$ cat src/rtl/gwa_pkg.sv
// ----------------------------------------------------------------------------
// Graph adjacency store package
// Transaction types, operation and status codes, name trimming shared by
// the graph store modules.
// ----------------------------------------------------------------------------
package gwa_pkg;

	localparam int NAME_W     = 64;
	localparam int NAME_BYTES = 8;

	localparam logic [1:0] OP_ADD_VERTEX = 2'd0;
	localparam logic [1:0] OP_ADD_EDGE   = 2'd1;
	localparam logic [1:0] OP_EDGE_QUERY = 2'd2;
	localparam logic [1:0] OP_DEGREE     = 2'd3;

	localparam logic [2:0] ST_OK      = 3'd0;
	localparam logic [2:0] ST_BAD     = 3'd1;
	localparam logic [2:0] ST_MISSING = 3'd2;
	localparam logic [2:0] ST_DUP     = 3'd3;
	localparam logic [2:0] ST_FULL    = 3'd4;

	localparam logic [6:0] WEIGHT_MIN = 7'd1;
	localparam logic [6:0] WEIGHT_MAX = 7'd100;

	// Saturation limits of the result count fields
	localparam int DEGREE_LIMIT = 15;
	localparam int VERTEX_LIMIT = 31;
	localparam int EDGE_LIMIT   = 127;

	typedef struct packed {
		logic [1:0]        operation;
		logic [NAME_W-1:0] first_name;
		logic [NAME_W-1:0] second_name;
		logic [6:0]        weight;
	} cmd_t;

	typedef struct packed {
		logic [2:0] status;
		logic       edge_present;
		logic [3:0] vertex_degree;
		logic [4:0] vertices_held;
		logic [6:0] edges_held;
	} res_t;

	typedef struct packed {
		logic              start;
		logic [NAME_W-1:0] name_a;
		logic [NAME_W-1:0] name_b;
	} scan_req_t;

	typedef struct packed {
		logic done;
		logic hit_a;
		logic hit_b;
	} scan_rsp_t;

	// Keep the significant bytes up to the first zero byte, drop the rest
	function automatic logic [NAME_W-1:0] trim_name(input logic [NAME_W-1:0] raw);
		logic [NAME_W-1:0] trimmed;
		logic              alive;
		logic [7:0]        ch;
		trimmed = '0;
		alive   = 1'b1;
		for (int b = 0; b < 8; b++) begin
			ch = raw[NAME_W-1-8*b -: 8];
			if (b >= NAME_BYTES || ch == 8'd0) begin
				alive = 1'b0;
			end
			if (alive) begin
				trimmed[NAME_W-1-8*b -: 8] = ch;
			end
		end
		return trimmed;
	endfunction

endpackage

$ cat src/rtl/gwa_ram.sv
// ----------------------------------------------------------------------------
// Generic RAM
// One write port and one read port, read data registered.
// ----------------------------------------------------------------------------
module gwa_ram #(
	parameter int WIDTH = 8,
	parameter int DEPTH = 16
) (
	input  logic                     clk,
	input  logic                     we,
	input  logic [$clog2(DEPTH)-1:0] waddr,
	input  logic [WIDTH-1:0]         wdata,
	input  logic [$clog2(DEPTH)-1:0] raddr,
	output logic [WIDTH-1:0]         rdata
);

	logic [WIDTH-1:0] mem [DEPTH];

	always_ff @(posedge clk) begin
		if (we) begin
			mem[waddr] <= wdata;
		end
		rdata <= mem[raddr];
	end

endmodule

$ cat src/rtl/gwa_scan.sv
// ----------------------------------------------------------------------------
// Vertex name scan
// Holds the name memory and walks the occupied slots one per cycle,
// matching two names at once.
// ----------------------------------------------------------------------------
module gwa_scan #(
	parameter int MAX_VERTICES = 16
) (
	input  logic                                clk,
	input  logic                                arst_n,
	input  gwa_pkg::scan_req_t                  req,
	input  logic [$clog2(MAX_VERTICES+1)-1:0]   count,
	input  logic                                wr_en,
	input  logic [$clog2(MAX_VERTICES)-1:0]     wr_slot,
	input  logic [gwa_pkg::NAME_W-1:0]          wr_name,
	output gwa_pkg::scan_rsp_t                  rsp,
	output logic [$clog2(MAX_VERTICES)-1:0]     slot_a,
	output logic [$clog2(MAX_VERTICES)-1:0]     slot_b
);

	localparam int IW = $clog2(MAX_VERTICES);
	localparam int VW = $clog2(MAX_VERTICES + 1);

	logic                       busy_q;
	logic [IW-1:0]              idx_q;
	logic                       valid_s1;
	logic                       last_s1;
	logic [IW-1:0]              slot_s1;
	logic                       done_q;
	logic                       hit_a_q;
	logic                       hit_b_q;
	logic [IW-1:0]              slot_a_q;
	logic [IW-1:0]              slot_b_q;
	logic [gwa_pkg::NAME_W-1:0] rd_name;
	logic                       idx_last;

	gwa_ram #(
		.WIDTH(gwa_pkg::NAME_W),
		.DEPTH(MAX_VERTICES)
	) u_name_ram (
		.clk  (clk),
		.we   (wr_en),
		.waddr(wr_slot),
		.wdata(wr_name),
		.raddr(idx_q),
		.rdata(rd_name)
	);

	assign idx_last = (VW'(idx_q) == count - VW'(1));

	always_ff @(posedge clk or negedge arst_n) begin
		if (!arst_n) begin
			busy_q   <= 1'b0;
			idx_q    <= '0;
			valid_s1 <= 1'b0;
			last_s1  <= 1'b0;
			done_q   <= 1'b0;
			hit_a_q  <= 1'b0;
			hit_b_q  <= 1'b0;
		end else begin
			valid_s1 <= busy_q;
			last_s1  <= busy_q && idx_last;
			done_q   <= (valid_s1 && last_s1) || (req.start && count == '0);
			if (req.start) begin
				hit_a_q <= 1'b0;
				hit_b_q <= 1'b0;
				idx_q   <= '0;
				busy_q  <= (count != '0);
			end else if (busy_q) begin
				// stop issuing reads after the last occupied slot
				if (idx_last) begin
					busy_q <= 1'b0;
				end else begin
					idx_q <= idx_q + IW'(1);
				end
			end
			if (valid_s1 && !hit_a_q && rd_name == req.name_a) begin
				hit_a_q <= 1'b1;
			end
			if (valid_s1 && !hit_b_q && rd_name == req.name_b) begin
				hit_b_q <= 1'b1;
			end
		end
	end

	always_ff @(posedge clk) begin
		slot_s1 <= idx_q;
		if (valid_s1 && !hit_a_q && rd_name == req.name_a) begin
			slot_a_q <= slot_s1;
		end
		if (valid_s1 && !hit_b_q && rd_name == req.name_b) begin
			slot_b_q <= slot_s1;
		end
	end

	assign rsp.done  = done_q;
	assign rsp.hit_a = hit_a_q;
	assign rsp.hit_b = hit_b_q;
	assign slot_a    = slot_a_q;
	assign slot_b    = slot_b_q;

endmodule

$ cat src/rtl/weighted_graph_adjacency_store.sv
// Flow: a check rejects bad operations early; otherwise a name scan reads one stored
// name per cycle over the N vertices held and settles the result, or an adjacency or
// degree read follows; an added edge then writes both adjacency entries and degrees.
// Throughput: one operation at a time; the next is taken once the result is in the
// output register. Reset clears counts and control, then clears the adjacency
// memory entry by entry with cmd_stall high.
// ----------------------------------------------------------------------------
// Weighted graph adjacency store
// Undirected weighted graph with named vertices: add vertex, add edge, edge
// query and degree query over a name memory, adjacency memory and degree memory.
// ----------------------------------------------------------------------------
module weighted_graph_adjacency_store #(
	parameter int MAX_VERTICES = 16
) (
	input  logic          clk,
	input  logic          arst_n,
	input  logic          cmd_valid,
	output logic          cmd_stall,
	input  gwa_pkg::cmd_t cmd,
	output logic          res_valid,
	input  logic          res_stall,
	output gwa_pkg::res_t res
);

	localparam int IW        = $clog2(MAX_VERTICES);
	localparam int VW        = $clog2(MAX_VERTICES + 1);
	localparam int DW        = IW;
	localparam int EW        = $clog2(MAX_VERTICES * (MAX_VERTICES - 1) / 2 + 1);
	localparam int ADJ_DEPTH = MAX_VERTICES * MAX_VERTICES;
	localparam int AW        = $clog2(ADJ_DEPTH);

	typedef enum logic [8:0] {
		S_CLEAR    = 9'b000000001,
		S_IDLE     = 9'b000000010,
		S_CHECK    = 9'b000000100,
		S_SCAN     = 9'b000001000,
		S_ADJ      = 9'b000010000,
		S_EDGE_B   = 9'b000100000,
		S_EDGE_DEG = 9'b001000000,
		S_DEG      = 9'b010000000,
		S_FINISH   = 9'b100000000
	} state_t;

	state_t                     state_q;
	logic [1:0]                 op_q;
	logic [gwa_pkg::NAME_W-1:0] name_a_q;
	logic [gwa_pkg::NAME_W-1:0] name_b_q;
	logic [6:0]                 weight_q;
	logic [2:0]                 status_q;
	logic                       present_q;
	logic [DW-1:0]              degree_q;
	logic [VW-1:0]              vcount_q;
	logic [EW-1:0]              ecount_q;
	logic [AW-1:0]              clr_q;
	logic                       res_valid_q;
	gwa_pkg::res_t              res_q;

	gwa_pkg::scan_req_t scan_req;
	gwa_pkg::scan_rsp_t scan_rsp;
	logic [IW-1:0]      slot_a;
	logic [IW-1:0]      slot_b;

	logic          early_bad;
	logic          table_full;
	logic          vertex_add;
	logic          res_free;
	logic          adj_we;
	logic [AW-1:0] adj_waddr;
	logic [6:0]    adj_wdata;
	logic [AW-1:0] adj_raddr;
	logic [6:0]    adj_rdata;
	logic          deg_we;
	logic [IW-1:0] deg_waddr;
	logic [DW-1:0] deg_wdata;
	logic [IW-1:0] deg_raddr;
	logic [DW-1:0] deg_rdata;
	gwa_pkg::res_t res_next;

	function automatic logic [AW-1:0] adj_addr(input logic [IW-1:0] r,
		input logic [IW-1:0] c);
		return AW'(32'(r) * MAX_VERTICES + 32'(c));
	endfunction

	assign early_bad = (op_q == gwa_pkg::OP_ADD_VERTEX && name_a_q == '0) ||
		(op_q == gwa_pkg::OP_ADD_EDGE && (weight_q < gwa_pkg::WEIGHT_MIN ||
		weight_q > gwa_pkg::WEIGHT_MAX || name_a_q == name_b_q));
	assign table_full = (vcount_q == VW'(MAX_VERTICES));
	assign vertex_add = (state_q == S_SCAN) && scan_rsp.done &&
		(op_q == gwa_pkg::OP_ADD_VERTEX) && !scan_rsp.hit_a && !table_full;
	assign res_free   = !res_valid_q || !res_stall;

	assign scan_req.start  = (state_q == S_CHECK) && !early_bad;
	assign scan_req.name_a = name_a_q;
	assign scan_req.name_b = name_b_q;

	gwa_scan #(
		.MAX_VERTICES(MAX_VERTICES)
	) u_scan (
		.clk    (clk),
		.arst_n (arst_n),
		.req    (scan_req),
		.count  (vcount_q),
		.wr_en  (vertex_add),
		.wr_slot(IW'(vcount_q)),
		.wr_name(name_a_q),
		.rsp    (scan_rsp),
		.slot_a (slot_a),
		.slot_b (slot_b)
	);

	always_comb begin
		adj_we    = 1'b0;
		adj_waddr = adj_addr(slot_a, slot_b);
		adj_wdata = weight_q;
		case (state_q)
			S_CLEAR: begin
				adj_we    = 1'b1;
				adj_waddr = clr_q;
				adj_wdata = '0;
			end
			S_ADJ: begin
				adj_we = (op_q == gwa_pkg::OP_ADD_EDGE) && (adj_rdata == '0);
			end
			S_EDGE_B: begin
				adj_we    = 1'b1;
				adj_waddr = adj_addr(slot_b, slot_a);
			end
			default: begin
			end
		endcase
	end

	assign adj_raddr = adj_addr(slot_a, slot_b);

	gwa_ram #(
		.WIDTH(7),
		.DEPTH(ADJ_DEPTH)
	) u_adj_ram (
		.clk  (clk),
		.we   (adj_we),
		.waddr(adj_waddr),
		.wdata(adj_wdata),
		.raddr(adj_raddr),
		.rdata(adj_rdata)
	);

	always_comb begin
		deg_we    = 1'b0;
		deg_waddr = slot_a;
		deg_wdata = deg_rdata + DW'(1);
		case (state_q)
			S_SCAN: begin
				// a new vertex starts with no neighbors
				deg_we    = vertex_add;
				deg_waddr = IW'(vcount_q);
				deg_wdata = '0;
			end
			S_EDGE_B: begin
				deg_we = 1'b1;
			end
			S_EDGE_DEG: begin
				deg_we    = 1'b1;
				deg_waddr = slot_b;
			end
			default: begin
			end
		endcase
	end

	assign deg_raddr = (state_q == S_EDGE_B) ? slot_b : slot_a;

	gwa_ram #(
		.WIDTH(DW),
		.DEPTH(MAX_VERTICES)
	) u_deg_ram (
		.clk  (clk),
		.we   (deg_we),
		.waddr(deg_waddr),
		.wdata(deg_wdata),
		.raddr(deg_raddr),
		.rdata(deg_rdata)
	);

	always_ff @(posedge clk or negedge arst_n) begin
		if (!arst_n) begin
			state_q  <= S_CLEAR;
			clr_q    <= '0;
			vcount_q <= '0;
			ecount_q <= '0;
		end else begin
			case (state_q)
				S_CLEAR: begin
					clr_q <= clr_q + AW'(1);
					if (clr_q == AW'(ADJ_DEPTH - 1)) begin
						state_q <= S_IDLE;
					end
				end
				S_IDLE: begin
					if (cmd_valid) begin
						state_q <= S_CHECK;
					end
				end
				S_CHECK: begin
					state_q <= early_bad ? S_FINISH : S_SCAN;
				end
				S_SCAN: begin
					if (scan_rsp.done) begin
						if (op_q == gwa_pkg::OP_ADD_VERTEX) begin
							state_q <= S_FINISH;
							if (vertex_add) begin
								vcount_q <= vcount_q + VW'(1);
							end
						end else if (!scan_rsp.hit_a) begin
							state_q <= S_FINISH;
						end else if (op_q == gwa_pkg::OP_DEGREE) begin
							state_q <= S_DEG;
						end else if (!scan_rsp.hit_b) begin
							state_q <= S_FINISH;
						end else begin
							state_q <= S_ADJ;
						end
					end
				end
				S_ADJ: begin
					if (op_q == gwa_pkg::OP_ADD_EDGE && adj_rdata == '0) begin
						state_q <= S_EDGE_B;
					end else begin
						state_q <= S_FINISH;
					end
				end
				S_EDGE_B: begin
					state_q <= S_EDGE_DEG;
				end
				S_EDGE_DEG: begin
					ecount_q <= ecount_q + EW'(1);
					state_q  <= S_FINISH;
				end
				S_DEG: begin
					state_q <= S_FINISH;
				end
				S_FINISH: begin
					if (res_free) begin
						state_q <= S_IDLE;
					end
				end
				default: begin
					state_q <= S_IDLE;
				end
			endcase
		end
	end

	always_ff @(posedge clk) begin
		case (state_q)
			S_IDLE: begin
				op_q      <= cmd.operation;
				name_a_q  <= gwa_pkg::trim_name(cmd.first_name);
				name_b_q  <= gwa_pkg::trim_name(cmd.second_name);
				weight_q  <= cmd.weight;
				status_q  <= gwa_pkg::ST_OK;
				present_q <= 1'b0;
				degree_q  <= '0;
			end
			S_CHECK: begin
				if (early_bad) begin
					status_q <= gwa_pkg::ST_BAD;
				end
			end
			S_SCAN: begin
				if (scan_rsp.done) begin
					if (op_q == gwa_pkg::OP_ADD_VERTEX) begin
						if (scan_rsp.hit_a) begin
							status_q <= gwa_pkg::ST_DUP;
						end else if (table_full) begin
							status_q <= gwa_pkg::ST_FULL;
						end
					end else if (!scan_rsp.hit_a) begin
						status_q <= gwa_pkg::ST_MISSING;
					end else if (op_q inside {gwa_pkg::OP_ADD_EDGE,
						gwa_pkg::OP_EDGE_QUERY} && !scan_rsp.hit_b) begin
						status_q <= gwa_pkg::ST_MISSING;
					end
				end
			end
			S_ADJ: begin
				if (op_q == gwa_pkg::OP_EDGE_QUERY) begin
					present_q <= (adj_rdata != '0);
				end else if (adj_rdata != '0) begin
					status_q <= gwa_pkg::ST_DUP;
				end
			end
			S_DEG: begin
				degree_q <= deg_rdata;
			end
			default: begin
			end
		endcase
	end

	always_comb begin
		res_next.status        = status_q;
		res_next.edge_present  = present_q;
		res_next.vertex_degree = (32'(degree_q) > gwa_pkg::DEGREE_LIMIT) ?
			4'(gwa_pkg::DEGREE_LIMIT) : 4'(degree_q);
		res_next.vertices_held = (32'(vcount_q) > gwa_pkg::VERTEX_LIMIT) ?
			5'(gwa_pkg::VERTEX_LIMIT) : 5'(vcount_q);
		res_next.edges_held    = (32'(ecount_q) > gwa_pkg::EDGE_LIMIT) ?
			7'(gwa_pkg::EDGE_LIMIT) : 7'(ecount_q);
	end

	// Output register: hold until taken, reload while the old transaction leaves
	always_ff @(posedge clk or negedge arst_n) begin
		if (!arst_n) begin
			res_valid_q <= 1'b0;
		end else if (state_q == S_FINISH && res_free) begin
			res_valid_q <= 1'b1;
		end else if (!res_stall) begin
			res_valid_q <= 1'b0;
		end
	end

	always_ff @(posedge clk) begin
		if (state_q == S_FINISH && res_free) begin
			res_q <= res_next;
		end
	end

	assign cmd_stall = (state_q != S_IDLE);
	assign res_valid = res_valid_q;
	assign res       = res_q;

	a_scan_done_in_scan: assert property (@(posedge clk) disable iff (!arst_n)
		scan_rsp.done |-> state_q == S_SCAN)
		else $error("name scan finished outside the scan state");

	a_vertex_bound: assert property (@(posedge clk) disable iff (!arst_n)
		vcount_q <= VW'(MAX_VERTICES))
		else $error("vertex count beyond table size");

	a_edge_count: assert property (@(posedge clk) disable iff (!arst_n)
		state_q == S_EDGE_DEG |=> ecount_q == $past(ecount_q) + EW'(1))
		else $error("edge count not advanced by an added edge");

	a_res_source: assert property (@(posedge clk) disable iff (!arst_n)
		$rose(res_valid_q) |-> $past(state_q == S_FINISH))
		else $error("result loaded outside the finish state");

endmodule
$ cat config.mk
export PLATFORM = sky130hd
export DESIGN_NAME = weighted_graph_adjacency_store
export DESIGN_NICKNAME = d
export VERILOG_FILES = /design/src/rtl/gwa_pkg.sv /design/src/rtl/gwa_ram.sv /design/src/rtl/gwa_scan.sv /design/src/rtl/weighted_graph_adjacency_store.sv
export SDC_FILE = /design/constraint.sdc
export NUM_CORES = 2
export LEC_CHECK = 0
export ABC_AREA = 0
export BUFFER_PORTS_ARGS = -buffer_cell sky130_fd_sc_hd__buf_2
export CORE_MARGIN = 1
export CORE_UTILIZATION = 47
export DETAILED_ROUTE_END_ITERATION = 10
export GPL_TIMING_DRIVEN = 0
export SYNTH_ARGS = -nofsm -noshare
export SYNTH_HDL_FRONTEND = slang
export SYNTH_SLANG_ARGS = --single-unit
$ cat constraint.sdc
create_clock -name clk -period 11.49 [get_ports clk]
set_input_delay 2.298 -clock clk [delete_from_list [all_inputs] [get_ports clk]]
set_output_delay 2.298 -clock clk [all_outputs]
set_load 0.005 [all_outputs]
# Yosys cells after proc, flatten, opt, wreduce, memory -nomap -nowiden
# Memory sizes are Yosys's and may differ from the RTL's. A register that Yosys moved wholly into a read port is not among the register bits.
# Index checks and enable logic that the tools add are counted.
totals:
  regBits: 217
  latchBits: 0
  ramBits: 2880
  romBits: 0
  in_bits: 141
  output_inout_bits: 22
  wordCells: 230
  memories: 3
classes:
  add_sub_neg: 8
  n_mul: 0
  div_mod_pow: 0
  order_cmp: 2
  n_eq_ne: 31
  shift: 0
  n_mux: 80
  bitwise_logic: 0
  reduce_logical: 65
mem_list:
  columns: ["memory", "depth", "word_bits", "read_ports", "rd_clocked_by_memory_dff", "write_ports", "line", "text"]
  rows:
  - ["u_adj_ram.mem", 256, 7, 1, 1, 1, "gwa_ram.sv:17", "logic [WIDTH-1:0] mem [DEPTH];"]
  - ["u_scan.u_name_ram.mem", 16, 64, 1, 1, 1, "gwa_ram.sv:17", null]
  - ["u_deg_ram.mem", 16, 4, 1, 1, 1, "gwa_ram.sv:17", null]
op_table:
  columns: ["operator", "n"]
  rows:
  - ["equality test 64 bit", 3]
  - ["zero test 8 bit", 16]
  - ["two-way mux 9 bit", 10]
  - ["case mux 9 bit (8 select lines)", 1]
  - ["zero test 64 bit", 1]
  - ["two-way mux 1 bit", 47]
  - ["two-way mux 3 bit", 9]
  - ["two-way mux 4 bit", 5]
  - ["logical AND 1 bit", 17]
  - ["adder 8 x 4 -> 8 bit", 2]
  - ["case mux 4 bit (2 select lines)", 2]
  - ["case mux 8 bit (2 select lines)", 1]
  - ["!= test 2 bit (second input constant)", 7]
  - ["case mux 3 bit (4 select lines)", 1]
  - ["nonzero test 2 bit", 6]
  - ["equality test 9 x 1 -> 1 bit (second input constant)", 1]
  - ["equality test 9 x 2 -> 1 bit (second input constant)", 1]
  - ["equality test 9 x 3 -> 1 bit (second input constant)", 1]
  - ["equality test 9 x 4 -> 1 bit (second input constant)", 1]
  - ["equality test 9 x 5 -> 1 bit (second input constant)", 1]
  - ["equality test 9 x 6 -> 1 bit (second input constant)", 1]
  - ["equality test 9 x 7 -> 1 bit (second input constant)", 1]
  - ["equality test 9 x 8 -> 1 bit (second input constant)", 1]
  - ["equality test 9 bit (second input constant)", 1]
  - ["30 further kinds", 49]

# Longest topological paths before layout
depth:
  depth_word: 17
  mapped_depth: 12
  ltp_nobuf: 8

# Modules after synthesis
# Synthesis repeated with hierarchy kept, for this count alone.
unflattened:
  cells_unflattened: 6151
  hier_area_um2: 124131.6
modules_own_cells:
  columns: ["module", "n_inst", "cells_per_inst", "area_each_um2", "seq_area_each_um2"]
  rows:
  - ["gwa_ram (u_adj_ram)", 1, 3381, 70197.3, 53951.7]
  - ["gwa_ram (u_scan.u_name_ram)", 1, 1647, 39581.7, 32030.7]
  - ["weighted_graph_adjacency_store", 1, 722, 9236.4, 5706.7]
  - ["gwa_ram (u_deg_ram)", 1, 130, 2666.3, 2001.9]
  - ["gwa_scan", 1, 271, 2449.8, 570.5]

# Least setup slack after synthesis
# OpenSTA, ideal clock, no wires.
synth_timing:
  kind: "register to register"
  start: "register state_q[1]"
  end: "memory u_scan.u_name_ram.mem[2][0] (netlist name), enable pin"
  setup_ns: 0.646
  arrival_time_ns: 8.305
  t_required_ns: 10.844
  path_slack_ns: 2.540
  path_stages_with_launch: 7
  n_path_buf: 2
  period_less_slack_ns: 8.950
  path_cell_list: "dfrtp_1 -> or4_1 -> nor4_1 -> and3_1 -> buf_2 -> buf_2 -> nor4bb_1"
synth_via:
  elab_chain_len: 7
synth_rtl:
  columns: ["element", "line", "text"]
  rows:
  - ["start: declaration", "weighted_graph_adjacency_store.sv:44", "state_t state_q;"]
  - ["start signal: assignment", "weighted_graph_adjacency_store.sv:204", "state_q <= early_bad ? S_FINISH : S_SCAN;"]
  - ["equality test 9 x 4 -> 1 bit", "weighted_graph_adjacency_store.sv:88", "assign vertex_add = (state_q == S_SCAN) && scan_rsp.done &&"]
  - ["logical AND 1 bit (2 in a row)", "weighted_graph_adjacency_store.sv:88", null]
  - ["logical AND 1 bit (2 in a row)", "weighted_graph_adjacency_store.sv:89", "(op_q == gwa_pkg::OP_ADD_VERTEX) && !scan_rsp.hit_a && !table_full;"]
  - ["two-way mux 1 bit", "gwa_ram.sv:20", "if (we) begin"]
  - ["two-way mux 1 bit (implied by the code)", "gwa_ram.sv:21", "mem[waddr] <= wdata;"]
  - ["end: declaration", "gwa_ram.sv:17", null]
# No other way between the ends.

# Worst setup path after layout
layout_timing:
  start: "register u_scan.slot_b_q[1] (netlist: u_scan.slot_b[1])"
  end: "register u_adj_ram.rdata[1] (read register of u_adj_ram.mem)"
layout_via:
  elab_chain_len: 1
layout_rtl:
  columns: ["element", "line", "text"]
  rows:
  - ["start: declaration", "gwa_scan.sv:33", "logic [IW-1:0] slot_b_q;"]
  - ["start signal: assignment", "gwa_scan.sv:92", "slot_b_q <= slot_s1;"]
  - ["adder 8 x 4 -> 8 bit", "weighted_graph_adjacency_store.sv:81", "return AW'(32'(r) * MAX_VERTICES + 32'(c));"]
  - ["end: declaration", "gwa_ram.sv:14", "output logic [WIDTH-1:0] rdata"]
# No other way between the ends.
# A chain may end at the register's enable or synchronous reset.

==> impl_metrics.csv <==
group,metric,value,unit
yosys,synth_area_leader_cell,"edfxtp_1",
power_and_ir_drop,switching_share,0.2578,
global_route,gr-usage-all-layers,0.2756,
clocking,cts-buffers-inserted,330,
routing,first_pass_iters,5,
global_route,grt_max_degree,106,
yosys,yosysTopAreaCellShare,0.7419,
power_and_ir_drop,clockPowerShare,0.363,
sta,worstMarginPinSlew,1.531,ns
routing,wirelength,364200,µm
floorplanning,dieArea,265000,µm²
placed_design,gp_congestion,0.9318,
floorplanning,die_x,514.7,µm
power_and_ir_drop,power_density,204.8,nW/µm²
layout,num-fill-cells,19890,
floorplanning,rows,187,
sta,final_hold_viol_count,0,
sta,slew_headroom,-0.02065,
global_route,grt_overflow_total,0,
layout,syn_to_final_growth,14.69,%
routing,antenna_left,0,
yosys,avgSynthCellArea,20.73,µm²
sta,worst_hold_slack,0.3736,ns
power_and_ir_drop,power_frac_seq,0.519,
run_status,status,"finished, violations left",
sta,setup_ws,4.909,ns
clocking,root_buffer,"clkbuf_16",
clocking,htree_levels,5,
yosys,yosys-top-cells-count,"edfxtp_1, mux4_2, nor2_1",
placed_design,io_buffers,162,
critical_path,crit_fanout,10,
power_and_ir_drop,p_leak,44.82,nW
critical_path,critPathLaunchType,"flop",
yosys,synth.distinct_cells,70,
routing,dr_total_vias,64230,
critical_path,reg2regPathDepth,9,
sta,fin_tns_setup,0,ns
clocking,hold_buffers,0,
critical_path,end_kind,"flop",
clocking,clock_path_buffers,4,
min_path,hold_depth,0,
yosys,synthArstFlopShare,0.01261,
routing,viasPerCell,6.211,
sta,finalCriticalPeriod,6.581,ns
yosys,synth.most_common_cell,"edfxtp_1",
sta,rsz0062_at_grt,"false",
layout,final_layout_size_suffix_gt1_frac,0.2418,
sta,max_freq,151.9,MHz
clocking,numClockSinks,3172,
yosys,synth_area_leaders,"edfxtp_1, mux4_2, mux2i_1, dfxtp_1, nor2_1",
global_route,grt_pass1_wl,504500,µm
yosys,synth_fp_nets,6115,
placed_design,hpwl,249200,µm
sta,slew_viol_final,22,
clocking,cts_setup_buffers,0,
power_and_ir_drop,p_comb_frac,0.118,
yosys,synth_edf_count,3053,
power_and_ir_drop,peakVddDrop,0.1963,mV
yosys,synth-seq-cells,3172,
placed_design,place_ws,5.239,ns
power_and_ir_drop,p_int,21.54,mW
critical_path,required,12.19,ns
yosys,synthFlopType,"edfxtp_1",
layout,nets,6731,
clocking,clkLatencyLatePin,0.90,ns
critical_path,worstSetupPathType,"flop to flop",
sta,fin_crit_sh,0.5728,
yosys,syn_area,123600,µm²
sta,fin_skew,0.03681,ns
routing,first_iter_violations,7900,
floorplanning,initial_core_util,0.4745,
yosys,yosysSeqAreaShare,0.7629,
power_and_ir_drop,p_sw,7.482,mW
critical_path,cp_data_arrival_time,7.28,ns
run,cap_violations,3,
yosys,yosys_warnings,0,
global_route,grt_antenna_before_repair,12,
routing,drc,0,
min_path,min_path_type,"flop to flop",
run_status,violations,"max-capacitance violations, max-slew violations",
routing,routedWlPerCell,35.22,µm
floorplanning,dieHeight,514.7,µm
floorplanning,core,260400,µm²
clocking,cts_tree,"done",
clocking,ctsResizeCount,0,
clocking,clk_pin_slew_worst_paths,0.06,ns
global_route,grt_pass1_vias,64190,
sta,finalSetupViolCount,0,
floorplanning,ioPinCount,163,
yosys,postSynthCellCount,5962,
[kinds of logic after synthesis]
family | Yosys count | share of synthesized area
flops | 3172 | 0.7629
compound gates | 367 | 0.02192
simple gates | 904 | 0.03727
mux | 949 | 0.1514
buf+inv | 382 | 0.01289
fa+ha+maj | 12 | 0.001215
xor+xnor | 176 | 0.01248
[area by class of cell]
| cell class | count | area (µm²) | share of cell area |
|---|---|---|---|
| inverter | 54 | 207.7 | 0.001466 |
| sequential | 3172 | 94260 | 0.6651 |
| antenna | 5 | 12.51 | 0.00008829 |
| timing repair buffer | 284 | 3027 | 0.02136 |
| multi-input combinational | 2408 | 27870 | 0.1967 |
| buffer | 328 | 1419 | 0.01001 |
| tap | 3496 | 4374 | 0.03087 |
| clock buffer | 421 | 8869 | 0.06258 |
| clock inverter | 173 | 1675 | 0.01182 |
[worst max-delay path, cell delays in order, from the launching register on]
cell and delay (ns):
edfxtp_1 0.32, clkbuf_1 0.78, clkbuf_1 0.90, clkbuf_1 0.94
clkbuf_1 1.13, mux4_2 0.46, mux2i_1 0.32, o21ai_0 0.30
nor3_1 1.00, o32ai_1 0.23
[power by group through the flow]
stage | registers, mW | logic [mW] | clock network, mW
6_report | 15.1 | 3.42 | 10.5
5_1_grt | 15.1 | 3.61 | 11.0
4_1_cts | 15.1 | 3.43 | 10.6
3_5_place_dp | 15.3 | 3.42 | 0
3_3_place_gp | 15.8 | 3.00 | 0
2_1_floorplan | 15.0 | 1.91 | 0
[stage by stage]
stage               utilization  area, µm²  total power, mW  instances
detailed placement       0.5035     131100            18.71       9740
finish                   0.5442     141700            29.02      10340
global route             0.5442     141700            29.74      10340
floorplan                     -     123600            16.94       5962
global placement         0.4944     128700            18.85       9620
CTS                      0.5440     141700            29.12      10330
[cell usage in the layout, fill, tap and decap left out, types with 37 or more instances in the layout]
master	n
inv_1	52
clkbuf_1	257
clkinv_1	67
edfxtp_1	3053
nand4_1	52
o221ai_1	52
o22ai_1	62
a21oi_1	43
nand3_1	44
nor3_1	37
buf_2	219
xor2_1	69
dfxtp_1	79
clkbuf_16	337
xnor2_1	107
a22oi_1	59
nor4_1	68
clkinv_2	54
and2_1	99
dfrtp_1	39
nand2_1	110
buf_1	46
buf_6	40
mux4_2	732
nor2_1	324
nor2b_1	39
mux2i_1	181
[worst paths after layout]
check	slack (ns)	endpoint	from
setup / recovery	4.91	u_adj_ram.rdata[1]	u_scan.slot_b[1]
hold / removal	0.37	u_scan.slot_s1[2]	u_scan.idx_q[2]
setup reg to reg	4.91	u_adj_ram.rdata[1]	u_scan.slot_b[1]
hold reg to reg	0.37	u_scan.slot_s1[2]	u_scan.idx_q[2]
max in group asynchronous	9.28	u_scan.idx_q[0]	arst_n
min in group asynchronous	1.57	ecount_q[1]	arst_n
[flip-flops by register name, indices dropped and copies added, names as in the netlist, 2 cells and up]
name,flops
clr_q,8
degree_q,4
ecount_q,7
name_a_q,64
name_b_q,64
op_q,2
res,20
state_q,9
status_q,3
u_adj_ram.mem,1792
u_adj_ram.rdata,7
u_deg_ram.mem,64
u_deg_ram.rdata,4
u_scan.idx_q,4
u_scan.slot_a,4
u_scan.slot_b,4
u_scan.slot_s1,4
u_scan.u_name_ram.mem,1024
u_scan.u_name_ram.rdata,64
vcount_q,5
weight_q,7
[per-layer routing]
metal,vias up,GRT usage,share of wire
met5,-,0,0.000036
met4,2,0.1224,0.051
met3,714,0.04824,0.079
met2,3267,0.4505,0.48
met1,34260,0.3634,0.39
li1,25990,-,-
Power figures use the tool's default switching activity.
